===== config.mk =====
export PLATFORM = sky130hd
export DESIGN_NAME = k26_completion_check_flat
export DESIGN_NICKNAME = d
export VERILOG_FILES = /design/src/rtl/k26cc_pkg.sv /design/src/rtl/k26cc_req_if.sv /design/src/rtl/k26cc_rsp_if.sv /design/src/rtl/k26cc_csr_if.sv /design/src/rtl/k26cc_row_mem.sv /design/src/rtl/k26_completion_check.sv /design/src/flat_wrapper.sv
export SDC_FILE = /design/constraint.sdc
export NUM_CORES = 1
export LEC_CHECK = 0
export CORE_MARGIN = 5
export CORE_UTILIZATION = 35
export CTS_CLUSTER_SIZE = 30
export DETAILED_ROUTE_END_ITERATION = 12
export DONT_BUFFER_PORTS = 1
export GPL_ROUTABILITY_DRIVEN = 0
export GPL_TIMING_DRIVEN = 1
export HOLD_SLACK_MARGIN = 0.12
export PLACE_DENSITY_LB_ADDON = 0.08
export SYNTH_ARGS = -nofsm -noshare
export SYNTH_HDL_FRONTEND = slang
export SYNTH_SLANG_ARGS = --single-unit

===== constraint.sdc =====
create_clock -name clock -period 14.95 [get_ports clock]
set_input_delay 0 -clock clock [delete_from_list [all_inputs] [get_ports clock]]
set_output_delay 0 -clock clock [all_outputs]
set_load 0.005 [all_outputs]

===== src/rtl/k26cc_pkg.sv =====
// Shared types, widths and codes for the K2,6 completion checker.
package k26cc_pkg;

   // Fixed field widths
   localparam int ROW_W     = 5;
   localparam int COL_W     = 5;
   localparam int CFG_W     = 6;
   localparam int CSR_IDX_W = 2;

   // Default matrix size
   localparam int DEF_MAX_ROWS = 32;
   localparam int DEF_MAX_COLS = 32;

   // Register reset values
   localparam logic [CFG_W-1:0] RST_ROWS_IN_USE = 6'd32;
   localparam logic [CFG_W-1:0] RST_COLS_IN_USE = 6'd32;

   // Shared neighbors needed for a hit
   localparam int NEED_COMMON = 5;

   // Configuration register indexes
   typedef enum logic [CSR_IDX_W-1:0] {
      CSR_ROWS_IN_USE = 2'd0,
      CSR_COLS_IN_USE = 2'd1
   } csr_idx_type;

   // Request kinds
   typedef enum logic {
      REQ_WRITE = 1'b0,
      REQ_QUERY = 1'b1
   } req_kind_type;

   // Sequencer states
   typedef enum logic [2:0] {
      ST_IDLE,
      ST_RD_ROW,
      ST_WRITE,
      ST_LOAD,
      ST_WALK,
      ST_RESP
   } state_type;

endpackage


===== src/rtl/k26cc_req_if.sv =====
// Request channel: matrix writes and completion queries.
interface k26cc_req_if;
   logic                         valid;
   logic                         ready;
   logic                         req_type;
   logic [k26cc_pkg::ROW_W-1:0]  row_index;
   logic [k26cc_pkg::COL_W-1:0]  col_index;
   logic                         edge_bit;

   modport source (output valid, req_type, row_index, col_index, edge_bit, input ready);
   modport sink   (input valid, req_type, row_index, col_index, edge_bit, output ready);
endinterface


===== src/rtl/k26cc_rsp_if.sv =====
// Response channel: one query answer per word.
interface k26cc_rsp_if;
   logic valid;
   logic ready;
   logic completes_k26;

   modport source (output valid, completes_k26, input ready);
   modport sink   (input valid, completes_k26, output ready);
endinterface


===== src/rtl/k26cc_csr_if.sv =====
// Configuration write channel.
interface k26cc_csr_if;
   logic                             valid;
   logic                             ready;
   logic [k26cc_pkg::CSR_IDX_W-1:0]  index;
   logic [k26cc_pkg::CFG_W-1:0]      data;

   modport source (output valid, index, data, input ready);
   modport sink   (input valid, index, data, output ready);
endinterface


===== src/rtl/k26cc_row_mem.sv =====
// Adjacency row memory: one read port with registered data, one write port, row valid bits.
module k26cc_row_mem #(
   parameter int ROWS = k26cc_pkg::DEF_MAX_ROWS,
   parameter int COLS = k26cc_pkg::DEF_MAX_COLS
) (
   input  logic                      clock,
   input  logic                      reset,
   input  logic                      rd_en,
   input  logic [$clog2(ROWS)-1:0]   rd_addr,
   output logic [COLS-1:0]           rd_row,
   input  logic                      wr_en,
   input  logic [$clog2(ROWS)-1:0]   wr_addr,
   input  logic [COLS-1:0]           wr_data
);

   logic [COLS-1:0] mem [ROWS];
   logic [COLS-1:0] rd_data_ff;
   logic            rd_vld_ff;
   logic [ROWS-1:0] vld_ff;

   // Storage and registered read
   always_ff @(posedge clock) begin
      if (wr_en) begin
         mem[wr_addr] <= wr_data;
      end
      if (rd_en) begin
         rd_data_ff <= mem[rd_addr];
      end
   end

   // Row valid bits: a row never written reads as all zeros
   always_ff @(posedge clock) begin
      if (reset) begin
         vld_ff    <= '0;
         rd_vld_ff <= 1'b0;
      end else begin
         if (wr_en) begin
            vld_ff[wr_addr] <= 1'b1;
         end
         if (rd_en) begin
            rd_vld_ff <= vld_ff[rd_addr];
         end
      end
   end

   assign rd_row = rd_vld_ff ? rd_data_ff : '0;

endmodule


===== src/rtl/k26_completion_check.sv =====
// Top level of the K2,6 completion checker.
// The block holds a MAX_ROWS x MAX_COLS adjacency bit matrix, all zero after reset, in a
// single-read-port row memory. A write word sets or clears one bit and gives no response;
// it is accepted, then row u is read, then the row is written back. A query word for row u
// and column v reads row u, then walks rows 0 .. min(rows_in_use, MAX_ROWS)-1 one per
// cycle, ANDing each with row u masked to cols_in_use and counting the shared columns; it
// stops at the first row that has bit v set and at least five shared columns, then holds
// the response until rsp ready. A query with no row in use answers 0 without a walk. The
// rate is set by the single memory read port feeding the AND/popcount unit. Rows or columns
// beyond the matrix are ignored on writes and answer 0 on queries. Configuration must be
// written only while idle; the block itself does not enforce this.
module k26_completion_check #(
   parameter int MAX_ROWS = k26cc_pkg::DEF_MAX_ROWS,
   parameter int MAX_COLS = k26cc_pkg::DEF_MAX_COLS
) (
   input  logic            clock,
   input  logic            reset,
   k26cc_req_if.sink       req_bus,
   k26cc_rsp_if.source     rsp_bus,
   k26cc_csr_if.sink       csr_bus
);

   localparam int ROW_AW = $clog2(MAX_ROWS);
   localparam int RCW    = $clog2(MAX_ROWS + 1);
   localparam int COL_AW = $clog2(MAX_COLS);
   localparam int PCW    = $clog2(MAX_COLS + 1);

   k26cc_pkg::state_type               state_ff, state_in;
   logic                               query_ff, query_in;
   logic [k26cc_pkg::ROW_W-1:0]        u_ff, u_in;
   logic [k26cc_pkg::COL_W-1:0]        v_ff, v_in;
   logic                               bit_ff, bit_in;
   logic [k26cc_pkg::CFG_W-1:0]        rows_ff, rows_in;
   logic [k26cc_pkg::CFG_W-1:0]        cols_ff, cols_in;
   logic [MAX_COLS-1:0]                urow_ff, urow_in;
   logic [RCW-1:0]                     cnt_ff, cnt_in;
   logic                               ans_ff, ans_in;

   logic                               req_acc;
   logic                               req_in_range;
   logic [RCW-1:0]                     nrows;
   logic [MAX_COLS-1:0]                col_mask;
   logic [MAX_COLS-1:0]                common_bits;
   logic [PCW-1:0]                     common_cnt;
   logic                               row_hit;

   logic                               mem_rd_en;
   logic [ROW_AW-1:0]                  mem_rd_addr;
   logic [MAX_COLS-1:0]                mem_rd_row;
   logic                               mem_wr_en;
   logic [MAX_COLS-1:0]                mem_wr_data;

   // Row memory
   k26cc_row_mem #(
      .ROWS (MAX_ROWS),
      .COLS (MAX_COLS)
   ) u_row_mem (
      .clock   (clock),
      .reset   (reset),
      .rd_en   (mem_rd_en),
      .rd_addr (mem_rd_addr),
      .rd_row  (mem_rd_row),
      .wr_en   (mem_wr_en),
      .wr_addr (ROW_AW'(u_ff)),
      .wr_data (mem_wr_data)
   );

   // Configuration registers; the port is always ready
   assign csr_bus.ready = 1'b1;

   always_comb begin
      rows_in = rows_ff;
      cols_in = cols_ff;
      if (csr_bus.valid) begin
         if (csr_bus.index == k26cc_pkg::CSR_ROWS_IN_USE) begin
            rows_in = csr_bus.data;
         end
         if (csr_bus.index == k26cc_pkg::CSR_COLS_IN_USE) begin
            cols_in = csr_bus.data;
         end
      end
   end

   // Effective row count and column mask
   assign nrows = (32'(rows_ff) > 32'(MAX_ROWS)) ? RCW'(MAX_ROWS) : RCW'(rows_ff);

   always_comb begin
      for (int c = 0; c < MAX_COLS; c++) begin
         col_mask[c] = (c < 32'(cols_ff));
      end
   end

   // Shared-column count of the walked row against row u
   assign common_bits = mem_rd_row & urow_ff;

   always_comb begin
      common_cnt = '0;
      for (int c = 0; c < MAX_COLS; c++) begin
         common_cnt = common_cnt + PCW'(common_bits[c]);
      end
   end

   assign row_hit = mem_rd_row[COL_AW'(v_ff)] && (common_cnt >= PCW'(k26cc_pkg::NEED_COMMON));

   // Request handshake
   assign req_acc      = req_bus.valid && req_bus.ready;
   assign req_in_range = (32'(req_bus.row_index) < 32'(MAX_ROWS)) &&
                         (32'(req_bus.col_index) < 32'(MAX_COLS));

   // Sequencer
   always_comb begin
      state_in       = state_ff;
      query_in       = query_ff;
      u_in           = u_ff;
      v_in           = v_ff;
      bit_in         = bit_ff;
      urow_in        = urow_ff;
      cnt_in         = cnt_ff;
      ans_in         = ans_ff;
      req_bus.ready  = 1'b0;
      rsp_bus.valid  = 1'b0;
      mem_rd_en      = 1'b0;
      mem_rd_addr    = ROW_AW'(u_ff);
      mem_wr_en      = 1'b0;
      mem_wr_data    = mem_rd_row;
      mem_wr_data[COL_AW'(v_ff)] = bit_ff;

      unique case (state_ff)
         k26cc_pkg::ST_IDLE: begin
            req_bus.ready = 1'b1;
            if (req_acc) begin
               query_in = (req_bus.req_type == k26cc_pkg::REQ_QUERY);
               u_in     = req_bus.row_index;
               v_in     = req_bus.col_index;
               bit_in   = req_bus.edge_bit;
               if (req_bus.req_type == k26cc_pkg::REQ_QUERY) begin
                  if (!req_in_range || (nrows == '0)) begin
                     ans_in   = 1'b0;
                     state_in = k26cc_pkg::ST_RESP;
                  end else begin
                     state_in = k26cc_pkg::ST_RD_ROW;
                  end
               end else if (req_in_range) begin
                  state_in = k26cc_pkg::ST_RD_ROW;
               end
            end
         end
         k26cc_pkg::ST_RD_ROW: begin
            mem_rd_en   = 1'b1;
            mem_rd_addr = ROW_AW'(u_ff);
            state_in    = query_ff ? k26cc_pkg::ST_LOAD : k26cc_pkg::ST_WRITE;
         end
         k26cc_pkg::ST_WRITE: begin
            // read-modify-write of row u
            mem_wr_en = 1'b1;
            state_in  = k26cc_pkg::ST_IDLE;
         end
         k26cc_pkg::ST_LOAD: begin
            urow_in     = mem_rd_row & col_mask;
            cnt_in      = '0;
            mem_rd_en   = 1'b1;
            mem_rd_addr = '0;
            state_in    = k26cc_pkg::ST_WALK;
         end
         k26cc_pkg::ST_WALK: begin
            // row cnt_ff is on the read data; fetch the next one
            mem_rd_en   = 1'b1;
            mem_rd_addr = ROW_AW'(cnt_ff + RCW'(1));
            if (row_hit) begin
               ans_in   = 1'b1;
               state_in = k26cc_pkg::ST_RESP;
            end else if (cnt_ff == nrows - RCW'(1)) begin
               ans_in   = 1'b0;
               state_in = k26cc_pkg::ST_RESP;
            end else begin
               cnt_in = cnt_ff + RCW'(1);
            end
         end
         k26cc_pkg::ST_RESP: begin
            rsp_bus.valid = 1'b1;
            if (rsp_bus.ready) begin
               state_in = k26cc_pkg::ST_IDLE;
            end
         end
         default: begin
            state_in = k26cc_pkg::ST_IDLE;
         end
      endcase
   end

   assign rsp_bus.completes_k26 = ans_ff;

   // Control registers
   always_ff @(posedge clock) begin
      if (reset) begin
         state_ff <= k26cc_pkg::ST_IDLE;
         rows_ff  <= k26cc_pkg::RST_ROWS_IN_USE;
         cols_ff  <= k26cc_pkg::RST_COLS_IN_USE;
         cnt_ff   <= '0;
         ans_ff   <= 1'b0;
         query_ff <= 1'b0;
      end else begin
         state_ff <= state_in;
         rows_ff  <= rows_in;
         cols_ff  <= cols_in;
         cnt_ff   <= cnt_in;
         ans_ff   <= ans_in;
         query_ff <= query_in;
      end
   end

   // Payload registers
   always_ff @(posedge clock) begin
      u_ff    <= u_in;
      v_ff    <= v_in;
      bit_ff  <= bit_in;
      urow_ff <= urow_in;
   end

endmodule

===== src/flat_wrapper.sv =====
// flat-port wrapper written by rule: the top's interface ports become plain ports
module k26_completion_check_flat 
#(
   parameter int MAX_ROWS = k26cc_pkg::DEF_MAX_ROWS,
   parameter int MAX_COLS = k26cc_pkg::DEF_MAX_COLS
)
  (clock, reset, req_bus_valid, req_bus_req_type, req_bus_row_index, req_bus_col_index, req_bus_edge_bit, req_bus_ready, rsp_bus_valid, rsp_bus_completes_k26, rsp_bus_ready, csr_bus_valid, csr_bus_index, csr_bus_data, csr_bus_ready);
  k26cc_req_if req_bus_i ();
  k26cc_rsp_if rsp_bus_i ();
  k26cc_csr_if csr_bus_i ();
  input  logic clock;
  input  logic reset;
  input wire logic [$bits(req_bus_i.valid)-1:0] req_bus_valid;
  input wire logic [$bits(req_bus_i.req_type)-1:0] req_bus_req_type;
  input wire logic [$bits(req_bus_i.row_index)-1:0] req_bus_row_index;
  input wire logic [$bits(req_bus_i.col_index)-1:0] req_bus_col_index;
  input wire logic [$bits(req_bus_i.edge_bit)-1:0] req_bus_edge_bit;
  output wire logic [$bits(req_bus_i.ready)-1:0] req_bus_ready;
  output wire logic [$bits(rsp_bus_i.valid)-1:0] rsp_bus_valid;
  output wire logic [$bits(rsp_bus_i.completes_k26)-1:0] rsp_bus_completes_k26;
  input wire logic [$bits(rsp_bus_i.ready)-1:0] rsp_bus_ready;
  input wire logic [$bits(csr_bus_i.valid)-1:0] csr_bus_valid;
  input wire logic [$bits(csr_bus_i.index)-1:0] csr_bus_index;
  input wire logic [$bits(csr_bus_i.data)-1:0] csr_bus_data;
  output wire logic [$bits(csr_bus_i.ready)-1:0] csr_bus_ready;
  assign req_bus_i.valid = req_bus_valid;
  assign req_bus_i.req_type = req_bus_req_type;
  assign req_bus_i.row_index = req_bus_row_index;
  assign req_bus_i.col_index = req_bus_col_index;
  assign req_bus_i.edge_bit = req_bus_edge_bit;
  assign req_bus_ready = req_bus_i.ready;
  assign rsp_bus_valid = rsp_bus_i.valid;
  assign rsp_bus_completes_k26 = rsp_bus_i.completes_k26;
  assign rsp_bus_i.ready = rsp_bus_ready;
  assign csr_bus_i.valid = csr_bus_valid;
  assign csr_bus_i.index = csr_bus_index;
  assign csr_bus_i.data = csr_bus_data;
  assign csr_bus_ready = csr_bus_i.ready;
  k26_completion_check #(.MAX_ROWS(MAX_ROWS), .MAX_COLS(MAX_COLS)) u_core (.clock(clock), .reset(reset), .req_bus(req_bus_i), .rsp_bus(rsp_bus_i), .csr_bus(csr_bus_i));
endmodule

==> results of run 1 <==
==> worst paths after layout <==
check / from / to / slack (ns)
worst max-delay path: u_core.u_row_mem.rd_vld_ff$_SDFFE_PP0P_ / u_core.cnt_ff[3]$_SDFFE_PP0P_ / 7.09
worst min-delay path: csr_bus_index[1] / u_core.rows_ff[2]$_SDFFE_PP0P_ / 0.21
worst max register to register: u_core.u_row_mem.rd_vld_ff$_SDFFE_PP0P_ / u_core.cnt_ff[3]$_SDFFE_PP0P_ / 7.09
worst min register to register: u_core.u_row_mem.vld_ff[26]$_SDFFE_PP0P_ / u_core.u_row_mem.vld_ff[26]$_SDFFE_PP0P_ / 0.46
==> critical path, cell delays in order (launching register included) <==
cell,delay (ns)
dfxtp_2,0.73
buf_4,0.57
and3_1,0.26
ha_1,0.24
inv_1,0.10
fa_1,0.42
fa_1,0.55
fa_1,0.53
fa_1,0.52
fa_1,0.56
inv_1,0.07
fa_1,0.52
fa_1,0.46
inv_1,0.09
fa_1,0.42
inv_1,0.07
o21ai_0,0.10
a32o_1,0.30
nor4_4,0.65
or3_1,0.22
mux2_2,0.32
==> flip-flops by register name (all words and copies together), names as in the netlist, 6 cells and up <==
register and flops:
u_core.cnt_ff 6, u_core.cols_ff 6, u_core.rows_ff 6, u_core.u_row_mem.mem 1024
u_core.u_row_mem.rd_data_ff 32, u_core.u_row_mem.vld_ff 32, u_core.urow_ff 32
==> layer usage <==
layer  wire [um]  part of all wire, %  up-vias  track usage [%]
li1            -                    -    12100                -
met1       64000                   44    14600             28.2
met2       68200                   47      881             32.3
met3        7480                  5.2      204             3.27
met4        4540                  3.1        2             6.89
met5          10               0.0069        -                0
==> layout make-up <==
type,count,area [um^2]
diodes,1,2.50
clock buffers,163,3440
clock inverters,69,478
fillers,12300,79600
inverters,44,165
multi-input cells,1711,12200
flip-flops and latches,1155,34100
well taps,1768,2210
repair buffers,142,1270
==> where the power goes <==
part / internal (mW) / leakage (nW) / switching [mW] / total (mW)
Clock: 1.69 / 1.94 / 1.29 / 2.98
Combinational: 0.353 / 5.44 / 0.749 / 1.10
Sequential: 3.65 / 10.5 / 0.0500 / 3.70
Total: 5.70 / 17.9 / 2.09 / 7.78
==> cells in the mapped netlist, drive strengths merged, types with 7 or more instances <==
master  count
mux4      133
o31ai       7
nand3     172
edfxtp   1099
nor3       17
dfxtp      56
o21ai      37
mux2i      21
xor2        8
a211oi      8
a31oi      70
clkbuf    100
buf        95
a22o       65
fa         24
inv        43
nor2      185
mux2       13
nor2b       9
a311oi     68
and3       88
o221ai     35
nand2     620
ha         10
a21oi      32
==> cell families after synthesis <==
| group | count (synthesis) | synth area share (%) |
|---|---|---|
| flip-flops | 1155 | 72.6 |
| AND/OR/NAND/NOR | 1145 | 10.6 |
| AO/OA/AOI/OAI | 352 | 5.67 |
| buffers and inverters | 239 | 2.40 |
| multiplexers | 167 | 7.14 |
| adder cells (fa/ha/maj) | 34 | 1.29 |
| XOR/XNOR | 12 | 0.224 |
| other | 1 | 0.00798 |
==> metrics by stage <==
step                      hold slack (ns)  std cells  util (%)
after floorplan                    0.0989       3105         -
after global placement             0.0777       4766      37.0
after detailed placement           0.0822       4766      37.0
after CTS                           0.127       5052      40.4
after global routing                0.215       5052      40.4
final                               0.209       5053      40.4
==> impl_metrics.json, run 1 <==
{
  "run_status": "finished clean",
  "ir_drop_uv": 86.2,
  "setup.worst_path.class": "flop to flop",
  "clock_sinks": 1155,
  "fin_area_mm2": 0.0539,
  "synth_edf_count": 1099,
  "drv_cap": 0,
  "cts_tree": "built",
  "fin_ws_ns": 7.09,
  "synth_fp_nets": 3164,
  "syn_area_mm2": 0.0470,
  "ant_nets": 0,
  "routedWlPerCell_um": 28.5,
  "fin_skew_ns": 0.0296,
  "drcViolationCount": 0,
  "ys.flop_type": "edfxtp_1",
  "hold_depth": 4,
  "end_kind": "flop",
  "root_buffer": "clkbuf_16",
  "layout_commonest_cell": "edfxtp_1",
  "cts_setup_buffers": 0,
  "rsz0062_at_grt": "no",
  "yosys_warnings": 0,
  "grt_max_degree": 137,
  "synthCells": 3105,
  "antenna_found_initial": 8,
  "power.total_mw": 7.78,
  "tightest_slew_ns": 1.30,
  "cp-start-kind": "flop",
  "wl_um": 144000,
  "chipWidth_um": 376,
  "fp-row-count": 134,
  "worstPathArrival_ns": 8.48,
  "timing.fmax_mhz": 127,
  "dpl.hpwl_um": 77200,
  "drive_above_1_share_pct": 15.2,
  "timing.final.crit_share_pct": 52.6,
  "synth-seq-cells": 1155,
  "crit_fanout": 57,
  "io_pins": 29,
  "grt-ovfl-total": 0,
  "vias": 27800,
  "synth.distinct_cells": 75,
  "synthTopCellsByArea": "edfxtp_1 70%, mux4_2 6.4%, nand2_1 4.9%, dfxtp_1 2.4%, nand3_1 1.8%",
  "worst_ep_required_time_ns": 15.58,
  "die_area_mm2": 0.142,
  "slew_viol_final": 0,
  "finalHoldViolCount": 0,
  "grt_pass1_wl_um": 206000,
  "start_util_pct": 35.2,
  "synth_top_cell_by_area": "edfxtp_1",
  "drtIter0Drc": 2557,
  "pre_cts_slack_ns": 7.17,
  "setup_viol": 0,
  "hold_class": "primary input to flop",
  "grt_use_total_pct": 20.2,
  "synth_seq_area_share_pct": 72.6,
  "slew_headroom_pct": 13.2,
  "placed_area_mm2": 0.0494,
  "mostFrequentLayoutCells": "1099 x edfxtp_1, 617 x nand2_1, 172 x nand3_1, 152 x nor2_1",
  "numPortBuffers": 0,
  "post_drt_via_cell_ratio": 5.50,
  "yosys.area.top_type_share_pct": 70.2,
  "nets": 3244,
  "grt_pass1_vias": 27800,
  "tns_ns": 0,
  "power_density_mw_per_mm2": 144,
  "postCtsHoldBufs": 54,
  "cts.path.max_buffers": 3,
  "insertion_delay_ns": 0.76,
  "area_growth_pct": 14.7,
  "htreeDepth": 4,
  "cts.clk_slew.worst_paths_ns": 0.06,
  "core_mm2": 0.133,
  "synthArstFlopShare_pct": 0,
  "p_leak_nw": 17.9,
  "cts_buffers": 131,
  "firstDrtPassIters": 5,
  "die_h_um": 376,
  "period_minus_slack_ns": 7.86,
  "reg2regPathDepth": 20,
  "avgSynthCellArea_um2": 15.1,
  "cts-resized-gates": 0
}
Power figures use the tool's default switching activity.
==> run 2: changes to the inputs <==
- clock period: 14.95 -> 7.47 ns (I/O delays scaled with it)
==> run 2 against run 1 <==
Worst setup slack got worse by 6.5 ns. Combinational power is 110% higher. Global-route usage decreased by 0.17 points. Critical path depth decreased by 1. Register-to-register slack worse by 6.5 ns. Cell area up 0.99%. Flip-flop and latch count stayed put. Largest cell class unchanged. First-iteration DRC count fell by 3.6%. Sequential power up 100%. Core utilization increased by 0.40 points. Die area unchanged. Highest routed layer is now met4. Total power rose by 110%.
==> impl_metrics.json, run 2 (synthesized netlist as in run 1, its figures left out) <==
{
  "fill_cells": 12300,
  "share_comb_of_total_power_pct": 14.4,
  "fp-row-count": 134,
  "placed_cells": 4775,
  "switchingPower_mw": 4.30,
  "min_to": "u_core.state_ff[0]$_SDFFE_PP0P_",
  "chipWidth_um": 376,
  "r2r_start": "u_core.u_row_mem.rd_vld_ff$_SDFFE_PP0P_",
  "p_int_mw": 11.8,
  "start_util_pct": 35.2,
  "tns_ns": 0,
  "cp-start-kind": "flop",
  "multi_input_area_mm2": 0.0122,
  "htreeDepth": 4,
  "timing.final.crit_share_pct": 92.2,
  "top_usage_layer": "met2",
  "drtIter0Drc": 2465,
  "slew_headroom_pct": 10.8,
  "core_mm2": 0.133,
  "run_status": "finished clean",
  "p_clk_share_pct": 39.7,
  "drive_above_1_share_pct": 15.8,
  "cts_buffers": 132,
  "tightest_slew_ns": 1.33,
  "finalHoldViolCount": 0,
  "wl_um": 143000,
  "nets": 3256,
  "routedWlPerCell_um": 28.2,
  "firstDrtPassIters": 6,
  "insertion_delay_ns": 0.76,
  "cts.clk_slew.worst_paths_ns": 0.06,
  "reg2regPathDepth": 19,
  "ir_drop_uv": 183,
  "fin_skew_ns": 0.0211,
  "pwr-share-seq_pct": 46.0,
  "groute.layer.met2.usage_pct": 32.2,
  "grt_use_total_pct": 20.0,
  "power_density_mw_per_mm2": 296,
  "setup.worst_path.class": "flop to flop",
  "end_kind": "flop",
  "regArea_mm2": 0.0341,
  "post_drt_via_cell_ratio": 5.47,
  "stdcell_count": 5072,
  "power.total_mw": 16.1,
  "numPortBuffers": 0,
  "fin_util_pct": 40.8,
  "cts_tree": "built",
  "io_pins": 29,
  "p_leak_nw": 18.1,
  "mostFrequentLayoutCells": "1099 x edfxtp_1, 617 x nand2_1, 172 x nand3_1, 152 x nor2_1, 138 x clkbuf_16",
  "die_area_mm2": 0.142,
  "hold_depth": 4,
  "period_minus_slack_ns": 6.89,
  "dpl.hpwl_um": 79200,
  "drcViolationCount": 0,
  "root_buffer": "clkbuf_16",
  "met1_usage_pct": 28.7,
  "setup_viol": 0,
  "clock_sinks": 1155,
  "cts-resized-gates": 0,
  "r2r_end": "u_core.cnt_ff[4]$_SDFFE_PP0P_",
  "r2r_slack_ns": 0.58,
  "worstPathArrival_ns": 7.52,
  "largest_reg_flops": 1024,
  "swShare_pct": 26.7,
  "vias": 27700,
  "ant_nets": 0,
  "die_h_um": 376,
  "hold_class": "primary input to flop",
  "cts.path.max_buffers": 3,
  "regMostFlops": "u_core.u_row_mem.mem",
  "grt_use_met3_pct": 2.72,
  "area_growth_pct": 15.9,
  "grt_max_degree": 137,
  "slew_viol_final": 0,
  "rsz0062_at_grt": "no",
  "drv_cap": 0,
  "holdWs_ns": 0.258,
  "grt_pass1_wl_um": 206000,
  "layout_commonest_cell": "edfxtp_1",
  "timing.fmax_mhz": 145,
  "antenna_found_initial": 5,
  "worst_ep_required_time_ns": 8.10,
  "crit_fanout": 29,
  "grt_pass1_vias": 28100,
  "grt-ovfl-total": 0,
  "hp-start": "req_bus_valid",
  "crit_start": "u_core.u_row_mem.rd_vld_ff$_SDFFE_PP0P_"
}
-- run 2: power groups by stage --
| stage | Combinational [mW] | Clock (mW) | Sequential, mW |
|---|---|---|---|
| floorplan | 1.43 | 0 | 7.49 |
| global placement | 2.30 | 0 | 7.54 |
| detailed placement | 2.32 | 0 | 7.54 |
| CTS | 2.35 | 6.56 | 7.41 |
| global route | 2.50 | 6.82 | 7.41 |
| finish | 2.31 | 6.39 | 7.41 |
-- run 2: through the flow --
step	area [um^2]	setup WS, ns
6_report	54400	0.583
5_1_grt	54400	0.341
4_1_cts	54400	0.557
3_5_place_dp	49600	0.568
3_3_place_gp	49600	0.579
2_1_floorplan	47000	0.471
-- run 2: final cells by class --
class                           instances  share of cell area [%]
Antenna cell                            3                  0.0138
Clock buffer                          168                    6.62
Clock inverter                         70                    1.18
Inverter                               44                   0.303
Multi-Input combinational cell       1711                    22.5
Sequential cell                      1155                    62.7
Tap cell                             1768                    4.06
Timing Repair Buffer                  153                    2.65
-- run 2: worst max path at each step --
stage,cells past startpoint,endpoint
after floorplan,23,u_core.cnt_ff[3]$_SDFFE_PP0P_
after global placement,19,u_core.cnt_ff[3]$_SDFFE_PP0P_
after detailed placement,19,u_core.cnt_ff[4]$_SDFFE_PP0P_
after CTS,19,u_core.cnt_ff[4]$_SDFFE_PP0P_
after global routing,19,u_core.cnt_ff[4]$_SDFFE_PP0P_
final,19,u_core.cnt_ff[4]$_SDFFE_PP0P_
-- run 2: repair_timing --
action / CTS / global route
hold buffers: 56 / 0
setup buffers: 0 / 0
endpoints found under the hold margin: 78 / 0
-- run 2: per-layer routing --
metal,vias up,wire length [um]
met5,-,0
met3,209,6910
met1,14600,64500
li1,12100,-
met4,0,3790
met2,813,67700
-- run 2: worst max-delay path, stage by stage, from the launching register on --
cell	delay, ns
dfxtp_2	0.69
and3_1	0.27
ha_1	0.23
inv_1	0.08
fa_1	0.42
fa_1	0.55
fa_1	0.53
fa_1	0.52
fa_1	0.54
inv_1	0.06
fa_1	0.51
fa_1	0.46
inv_1	0.09
fa_1	0.41
inv_1	0.07
o21ai_0	0.09
a32o_1	0.29
nor4_4	0.40
or4_1	0.19
mux2_1	0.33
==> run 3: changes to the inputs <==
- CORE_MARGIN: 5 -> 10
- GPL_TIMING_DRIVEN: 1 -> default
- PLACE_DENSITY_LB_ADDON: 0.08 -> 0.25
==> run 3 against run 2 <==
Global-route usage down 3.2 points. Largest cell class unchanged. Critical path type unchanged. Final cell count down 0.28%. Clock power down 3.6%. Core utilization down 0.15 points.
==> impl_metrics.json, run 3 (synthesized netlist as in run 1, its figures left out) <==
{
  "grt-ovfl-total": 0,
  "worstPathArrival_ns": 7.33,
  "antenna_found_initial": 2,
  "setup.worst_path.class": "flop to flop",
  "swShare_pct": 26.0,
  "post_drt_via_cell_ratio": 5.41,
  "min_to": "u_core.cols_ff[2]$_SDFFE_PP0P_",
  "fin_skew_ns": 0.0421,
  "nets": 3244,
  "grt_pass1_wl_um": 186000,
  "cts_tree": "built",
  "htreeDepth": 3,
  "worst_ep_required_time_ns": 8.06,
  "insertion_delay_ns": 0.72,
  "area_growth_pct": 15.4,
  "largest_reg_flops": 1024,
  "regMostFlops": "u_core.u_row_mem.mem",
  "crit_fanout": 4,
  "drive_above_1_share_pct": 15.7,
  "die_h_um": 386,
  "period_minus_slack_ns": 6.74,
  "placed_cells": 4780,
  "fp-row-count": 134,
  "share_comb_of_total_power_pct": 14.0,
  "pwr-share-seq_pct": 46.9,
  "power_density_mw_per_mm2": 291,
  "reg2regPathDepth": 19,
  "timing.fmax_mhz": 148,
  "start_util_pct": 35.2,
  "vias": 27400,
  "stdcell_count": 5058,
  "io_pins": 29,
  "timing.final.crit_share_pct": 90.2,
  "layout_commonest_cell": "edfxtp_1",
  "cts.clk_slew.worst_paths_ns": 0.06,
  "r2r_slack_ns": 0.73,
  "p_clk_share_pct": 39.1,
  "drv_cap": 0,
  "diodes": 0,
  "end_kind": "flop",
  "wl_um": 128000,
  "clock_sinks": 1155,
  "die_area_mm2": 0.149,
  "regArea_mm2": 0.0341,
  "routedWlPerCell_um": 25.3,
  "multi_input_area_mm2": 0.0122,
  "chipWidth_um": 386,
  "holdWs_ns": 0.235,
  "rsz0062_at_grt": "no",
  "drtIter0Drc": 2682,
  "tns_ns": 0,
  "fill_cells": 12200,
  "ant_nets": 0,
  "drcViolationCount": 0,
  "cts.path.max_buffers": 3,
  "ir_drop_uv": 198,
  "r2r_start": "u_core.u_row_mem.rd_data_ff[1]$_DFFE_PP_",
  "slew_headroom_pct": 12.0,
  "pre_cts_slack_ns": 0.714,
  "root_buffer": "clkbuf_16",
  "cts-resized-gates": 0,
  "fin_ws_ns": 0.733,
  "grt_pass1_vias": 26700,
  "dpl.hpwl_um": 66200,
  "p_int_mw": 11.7,
  "finalHoldViolCount": 0,
  "setup_viol": 0,
  "hp-start": "csr_bus_index[1]",
  "numPortBuffers": 0,
  "switchingPower_mw": 4.10,
  "grt_use_total_pct": 16.8,
  "run_status": "finished clean",
  "p_leak_nw": 18.0,
  "tightest_slew_ns": 1.32,
  "hold_class": "primary input to flop",
  "r2r_end": "u_core.cnt_ff[3]$_SDFFE_PP0P_",
  "hold_depth": 4,
  "grt_max_degree": 137,
  "cts_setup_buffers": 0,
  "slew_viol_final": 0,
  "mostFrequentLayoutCells": "1099 x edfxtp_1, 617 x nand2_1, 172 x nand3_1, 152 x nor2_1, 133 x mux4_2",
  "cp-start-kind": "flop",
  "core_mm2": 0.133,
  "firstDrtPassIters": 5,
  "cts_buffers": 118
}
==> run 3: changes by cell type in the layout (fill, tap and decap cells not counted), moves of 5 or more <==
cell,change
clkinvlp_4,+5
clkbuf_16,-19
clkinv_1,+6
inv_6,-7
clkbuf_1,-10
buf_4,+8
bufinv_16,+8
==> run 3: worst max-delay path by stage <==
stage / end / cells past startpoint / from / slack [ns]
3_3_place_gp: u_core.cnt_ff[3]$_SDFFE_PP0P_ / 20 / u_core.u_row_mem.rd_vld_ff$_SDFFE_PP0P_ / 0.75
5_1_grt: u_core.cnt_ff[3]$_SDFFE_PP0P_ / 19 / u_core.u_row_mem.rd_data_ff[1]$_DFFE_PP_ / 0.48
3_5_place_dp: u_core.cnt_ff[3]$_SDFFE_PP0P_ / 20 / u_core.u_row_mem.rd_vld_ff$_SDFFE_PP0P_ / 0.71
6_report: u_core.cnt_ff[3]$_SDFFE_PP0P_ / 19 / u_core.u_row_mem.rd_data_ff[1]$_DFFE_PP_ / 0.73
2_1_floorplan: u_core.cnt_ff[3]$_SDFFE_PP0P_ / 23 / u_core.u_row_mem.rd_vld_ff$_SDFFE_PP0P_ / 0.47
4_1_cts: u_core.cnt_ff[3]$_SDFFE_PP0P_ / 20 / u_core.u_row_mem.rd_vld_ff$_SDFFE_PP0P_ / 0.69
==> run 3: critical path, cell delays in order, from the launching register on <==
cell	delay (ns)
edfxtp_1	0.43
and3_1	0.20
ha_1	0.27
inv_1	0.05
fa_1	0.52
fa_1	0.56
fa_1	0.52
fa_1	0.51
fa_1	0.54
inv_1	0.05
fa_1	0.50
fa_1	0.45
inv_1	0.08
fa_1	0.40
inv_1	0.05
o21ai_0	0.11
a32o_1	0.32
nor4_4	0.50
or3_1	0.20
mux2_2	0.32
==> run 3: cell type report <==
| cell class | count | share of cell area (%) |
|---|---|---|
| Inverter | 44 | 0.305 |
| Multi-Input combinational cell | 1711 | 22.5 |
| Tap cell | 1768 | 4.08 |
| Sequential cell | 1155 | 62.9 |
| Timing Repair Buffer | 155 | 2.61 |
| Clock buffer | 143 | 5.80 |
| Clock inverter | 82 | 1.75 |
==> run 3: repair_timing <==
action	in CTS	in global routing
endpoints found under the hold margin	78	0
setup endpoints to repair	0	0
hold buffers	53	0
==> run 3: metal layers <==
metal	track usage, %	up-vias	share of wire [%]
met3	2.87	166	6.7
met2	26.1	864	46
met1	24.2	14300	45
met5	0	-	0
li1	-	12100	-
met4	4.59	0	2.1
==> run 3: stage by stage <==
stage,cell area (um^2),util [%],total power [mW]
global placement,49600,37.2,9.71
detailed placement,49600,37.2,9.71
CTS,54200,40.6,15.9
global route,54200,40.6,16.3
floorplan,47000,-,8.91
finish,54200,40.6,15.8
==> run 3: power groups by stage <==
stage | sequential [mW] | clock (mW) | combinational, mW
after floorplan | 7.49 | 0 | 1.43
after global placement | 7.52 | 0 | 2.18
after detailed placement | 7.53 | 0 | 2.19
after CTS | 7.39 | 6.29 | 2.22
after global routing | 7.39 | 6.56 | 2.39
final | 7.39 | 6.16 | 2.21
